===== src/rtl/core/blmt_pkg.sv =====
// ----------------------------------------------------------------------------
// blmt_pkg
// Shared types, codes and constants of the blocklist membership tables.
// ----------------------------------------------------------------------------
`default_nettype none

package blmt_pkg;

    localparam int ADDR_BUCKETS_DEF = 256;
    localparam int ADDR_WAYS_DEF    = 4;
    localparam int PORT_BUCKETS_DEF = 256;
    localparam int PORT_WAYS_DEF    = 4;

    localparam int ADDR_KEY_W = 32;
    localparam int PORT_KEY_W = 24;

    // register stages of the bucket hash unit
    localparam int HASH_LAT = 3;

    localparam logic [31:0] HASH_MUL_PORT  = 32'd2654435761;
    localparam logic [31:0] HASH_MUL_PROTO = 32'd2246822519;

    localparam logic [2:0] REQ_BLOCK_IP    = 3'd0;
    localparam logic [2:0] REQ_BLOCK_PORT  = 3'd1;
    localparam logic [2:0] REQ_BLOCK_PROTO = 3'd2;
    localparam logic [2:0] REQ_QUERY_IP    = 3'd3;
    localparam logic [2:0] REQ_QUERY_PORT  = 3'd4;
    localparam logic [2:0] REQ_QUERY_PROTO = 3'd5;
    localparam logic [2:0] REQ_CLEAR_ALL   = 3'd6;

    localparam logic [1:0] STATUS_OK      = 2'd0;
    localparam logic [1:0] STATUS_REFUSED = 2'd1;
    localparam logic [1:0] STATUS_FULL    = 2'd2;

    localparam logic [7:0] PROTO_ICMP = 8'd1;
    localparam logic [7:0] PROTO_TCP  = 8'd6;
    localparam logic [7:0] PROTO_UDP  = 8'd17;

    typedef struct packed {
        logic rd;
        logic ins;
        logic clr;
    } tbl_ctrl_t;

    typedef struct packed {
        logic hit;
        logic full;
    } tbl_stat_t;

endpackage

`default_nettype wire


===== src/rtl/core/blmt_bucket_hash.sv =====
// ----------------------------------------------------------------------------
// blmt_bucket_hash
// Three-stage reduction of a 32-bit hash value modulo the bucket count.
// ----------------------------------------------------------------------------
`default_nettype none

module blmt_bucket_hash
    import blmt_pkg::*;
#(
    parameter int BUCKETS = ADDR_BUCKETS_DEF,
    localparam int IDX_W  = (BUCKETS > 1) ? $clog2(BUCKETS) : 1
)
(
    input  wire logic                  clk,
    input  wire logic [31:0]           x,
    output logic [IDX_W-1:0]           idx
);

    localparam logic [32:0] RECIP = 33'(64'h1_0000_0000 / BUCKETS);
    localparam logic [17:0] DIV   = 18'(BUCKETS);

    logic [64:0]      prod;
    logic [49:0]      qd;
    logic [31:0]      rem_raw;
    logic [17:0]      rem_fix;
    logic [31:0]      q_reg;
    logic [31:0]      x_reg;
    logic [17:0]      rem_reg;
    logic [IDX_W-1:0] idx_reg;

    // quotient estimate is low by at most one
    assign prod    = 65'(x) * 65'(RECIP);
    assign qd      = 50'(q_reg) * 50'(DIV);
    assign rem_raw = x_reg - qd[31:0];
    assign rem_fix = (rem_reg >= DIV) ? (rem_reg - DIV) : rem_reg;

    always_ff @(posedge clk)
    begin
        q_reg   <= prod[63:32];
        x_reg   <= x;
        rem_reg <= rem_raw[17:0];
        idx_reg <= rem_fix[IDX_W-1:0];
    end

    assign idx = idx_reg;

endmodule

`default_nettype wire


===== config.mk =====
export PLATFORM = sky130hd
export DESIGN_NAME = blmt_bucket_hash
export DESIGN_NICKNAME = d
export VERILOG_FILES = /design/src/rtl/core/blmt_pkg.sv /design/src/rtl/core/blmt_bucket_hash.sv
export SDC_FILE = /design/constraint.sdc
export NUM_CORES = 1
export LEC_CHECK = 0
export BUFFER_PORTS_ARGS = -buffer_cell sky130_fd_sc_hd__buf_2
export CAP_MARGIN = 10
export CELL_PAD_IN_SITES_DETAIL_PLACEMENT = 0
export CELL_PAD_IN_SITES_GLOBAL_PLACEMENT = 1
export CORE_ASPECT_RATIO = 1.1
export CORE_MARGIN = 3
export CORE_UTILIZATION = 25
export DETAILED_ROUTE_END_ITERATION = 8
export GPL_TIMING_DRIVEN = 1
export HOLD_SLACK_MARGIN = 0.05
export PLACE_DENSITY_LB_ADDON = 0.2
export SYNTH_ARGS = -nofsm -noshare
export SYNTH_HDL_FRONTEND = slang
export SYNTH_SLANG_ARGS = --single-unit

===== constraint.sdc =====
create_clock -name clk -period 0.8 [get_ports clk]
set_input_delay 0.04 -clock clk [delete_from_list [all_inputs] [get_ports clk]]
set_output_delay 0.04 -clock clk [all_outputs]
set_load 0.01 [all_outputs]

==> results.sh <==
export IMPL_holdPathEnd="idx[0]"
export IMPL_dpl_instance_area_um2=583
export IMPL_r2r_cells=0
export IMPL_gp_congestion=0.589
export IMPL_cts_buffers=3
export IMPL_area_delta_synth_final_pct=52.1
export IMPL_cts_sinks=24
export IMPL_ys_flop_type="dfxtp_1"
export IMPL_drive_above_1_share_pct=42.3
export IMPL_synth_area_leaders="dfxtp_1 100%"
export IMPL_period_share_pct=98.5
export IMPL_dr_total_vias=237
export IMPL_hold_start="rem_reg[0]"
export IMPL_dieWidth_um=47.8
export IMPL_drc=0
export IMPL_power_leakage_nw=0.331
export IMPL_crit_family="flip-flops"
export IMPL_synth_simple_gate_area_share_pct=0
export IMPL_ys_types=1
export IMPL_max_cap_violations=0
export IMPL_wire_per_inst_um=7.49
export IMPL_outcome="finished clean"
export IMPL_fin_ws_ns=0.0118
export IMPL_clock_skew_ns=0.00283
export IMPL_num_io_pins=41
export IMPL_yosysMostFrequentCell="dfxtp_1"
export IMPL_timing_setup_tns_ns=0
export IMPL_cp_start_kind="flop"
export IMPL_worstMarginPinSlew_ns=0.118
export IMPL_powerDensity_nw_per_um2=2990
export IMPL_port_buffers=16
export IMPL_grt_pass1_vias=222
export IMPL_r2r_slack_ns=0.40
export IMPL_synthXorXnorAreaFrac_pct=0
export IMPL_antennaDiodeCount=0
export IMPL_r2r_start="x_reg[6]"
export IMPL_hold_viol=0
export IMPL_yosysTopAreaCell="dfxtp_1"
export IMPL_fmax_mhz=1270
export IMPL_core_um2=1800
export IMPL_finalSetupViolCount=0
export IMPL_drv_slew=0
export IMPL_crit_type="reg -> out"
export IMPL_critPathRequiredTime_ns=0.76
export IMPL_intPower_mw=1.82
export IMPL_antenna_left=0
export IMPL_pre_cts_slack_ns=0.341
export IMPL_rows=16
export IMPL_clk_pin_slew_ns=0.12
export IMPL_worstPathCellList="buf_6"
export IMPL_yosysSeqAreaShare_pct=100
export IMPL_synth_top_cells_by_count="24 x dfxtp_1"
export IMPL_p_sw_share_pct=16.4
export IMPL_grt_pass1_wl_um=862
export IMPL_critPathMaxFanout=1
export IMPL_slowest_stage="dfxtp_2"
export IMPL_first_pass_iters=2
export IMPL_ir_drop_v=0.00151
export IMPL_num_multi_input_gates=0
export IMPL_synth_adder_area_share_pct=0
export IMPL_cts_setup_buffers=0
export IMPL_cts_tree="done"
export IMPL_ys_seq_elements=24
export IMPL_slew_headroom_pct=92.1
export IMPL_track_usage_pct=5.12
export IMPL_multi_input_area_um2=0
export IMPL_synth_compound_area_share_pct=0
export IMPL_synth_top_area_share_pct=100
export IMPL_htree_levels=1
export IMPL_synthArstFlopShare_pct=0
export IMPL_grt_max_degree=15
export IMPL_synth_area_um2=480
export IMPL_power_frac_comb_pct=3.8
export IMPL_gr_total_overflow=0
export IMPL_cp_arrival_ns=0.75
export IMPL_hold_worst_slack_ns=0.330
export IMPL_hold_path_depth=0
export IMPL_synthMuxAreaShare_pct=0
export IMPL_final_cell_area_um2=731
export IMPL_synth_area_per_cell_um2=20.0
export IMPL_fillCellCount=172
export IMPL_rsz0062_at_grt="yes"
export IMPL_synth_edf_count=0
export IMPL_root_buffer="clkbuf_4"
export IMPL_cp_num_buf_inv=1
export IMPL_synth_net_count=57
export IMPL_power_switching_mw=0.358
export IMPL_dieArea_um2=2480
export IMPL_vias_per_cell=3.39
export IMPL_min_path_type="reg -> reg"
export IMPL_postSynthCellCount=24
export IMPL_antenna_found_initial=0
export IMPL_clk_latency_ns=0.30
export IMPL_start_util_pct=26.7
export IMPL_cpPeakStageDelay_ns=0.34
export IMPL_min_period_ns=0.788
export IMPL_wl_um=524
export IMPL_seqPwrFrac_pct=58.3
export IMPL_drt_initial_drc_count=2
export IMPL_die_h_um=52.0
export IMPL_timing_rr_end="rem_reg[6]"
export IMPL_pwr_share_clk_pct=37.8
export IMPL_clock_path_buffers=2
export IMPL_nets=86
export IMPL_cp_startpoint="idx[0]"
export IMPL_end_kind="primary output"
export IMPL_synth_warnings=0
==> area by class of cell <==
class	count	area (um2)	share of cell area, %
repair buffers	24	173	23.6
clock buffers	3	22.5	3.08
well taps	18	22.5	3.08
flip-flops and latches	24	483	66.1
clock inverters	1	30.0	4.11
==> worst max path at each step <==
stage	end	cells past startpoint
after floorplan	idx[0]	0
after global placement	idx[5]	1
after detailed placement	idx[0]	1
after CTS	idx[1]	1
after global routing	idx[5]	1
final	idx[0]	1
==> cells by family after synthesis <==
family,after synthesis
flops,24
==> through the flow <==
step,util (%),cells,power [mW]
after global routing,40.6,70,2.28
after CTS,40.1,70,2.22
after floorplan,-,24,1.31
final,40.6,70,2.18
after detailed placement,32.4,58,1.35
after global placement,32.4,58,1.35
==> power groups by stage <==
stage	clock network (mW)	logic, mW	registers, mW
after detailed placement	0	0.0497	1.30
after global placement	0	0.0500	1.30
final	0.825	0.0840	1.27
after global routing	0.911	0.0932	1.28
after CTS	0.863	0.0824	1.27
after floorplan	0	0	1.31
==> cell usage in the layout, fill, tap and decap left out <==
cell type      instances
clkbuf_4               3
dfxtp_2                2
buf_6                  2
bufinv_16              1
dfxtp_1               22
dlygate4sd3_1          8
buf_2                 14
==> metal layers <==
metal / up-vias / share of wire, % / global-route usage (%)
met2: 13 / 46 / 7.71
met4: 0 / 0 / 0
met3: 0 / 9.7 / 5.19
li1: 127 / - / -
met5: - / 0 / 0
met1: 97 / 44 / 5.39
==> repair_timing <==
action | CTS | global route
gates cloned | 0 | 0
hold buffers | 8 | 0
gates resized for setup | 2 | 2
endpoints found under the hold margin | 8 | 0
pin swaps | 0 | 0
setup endpoints to repair | 7 | 8
No activity file was read; power rests on OpenSTA's default activity.
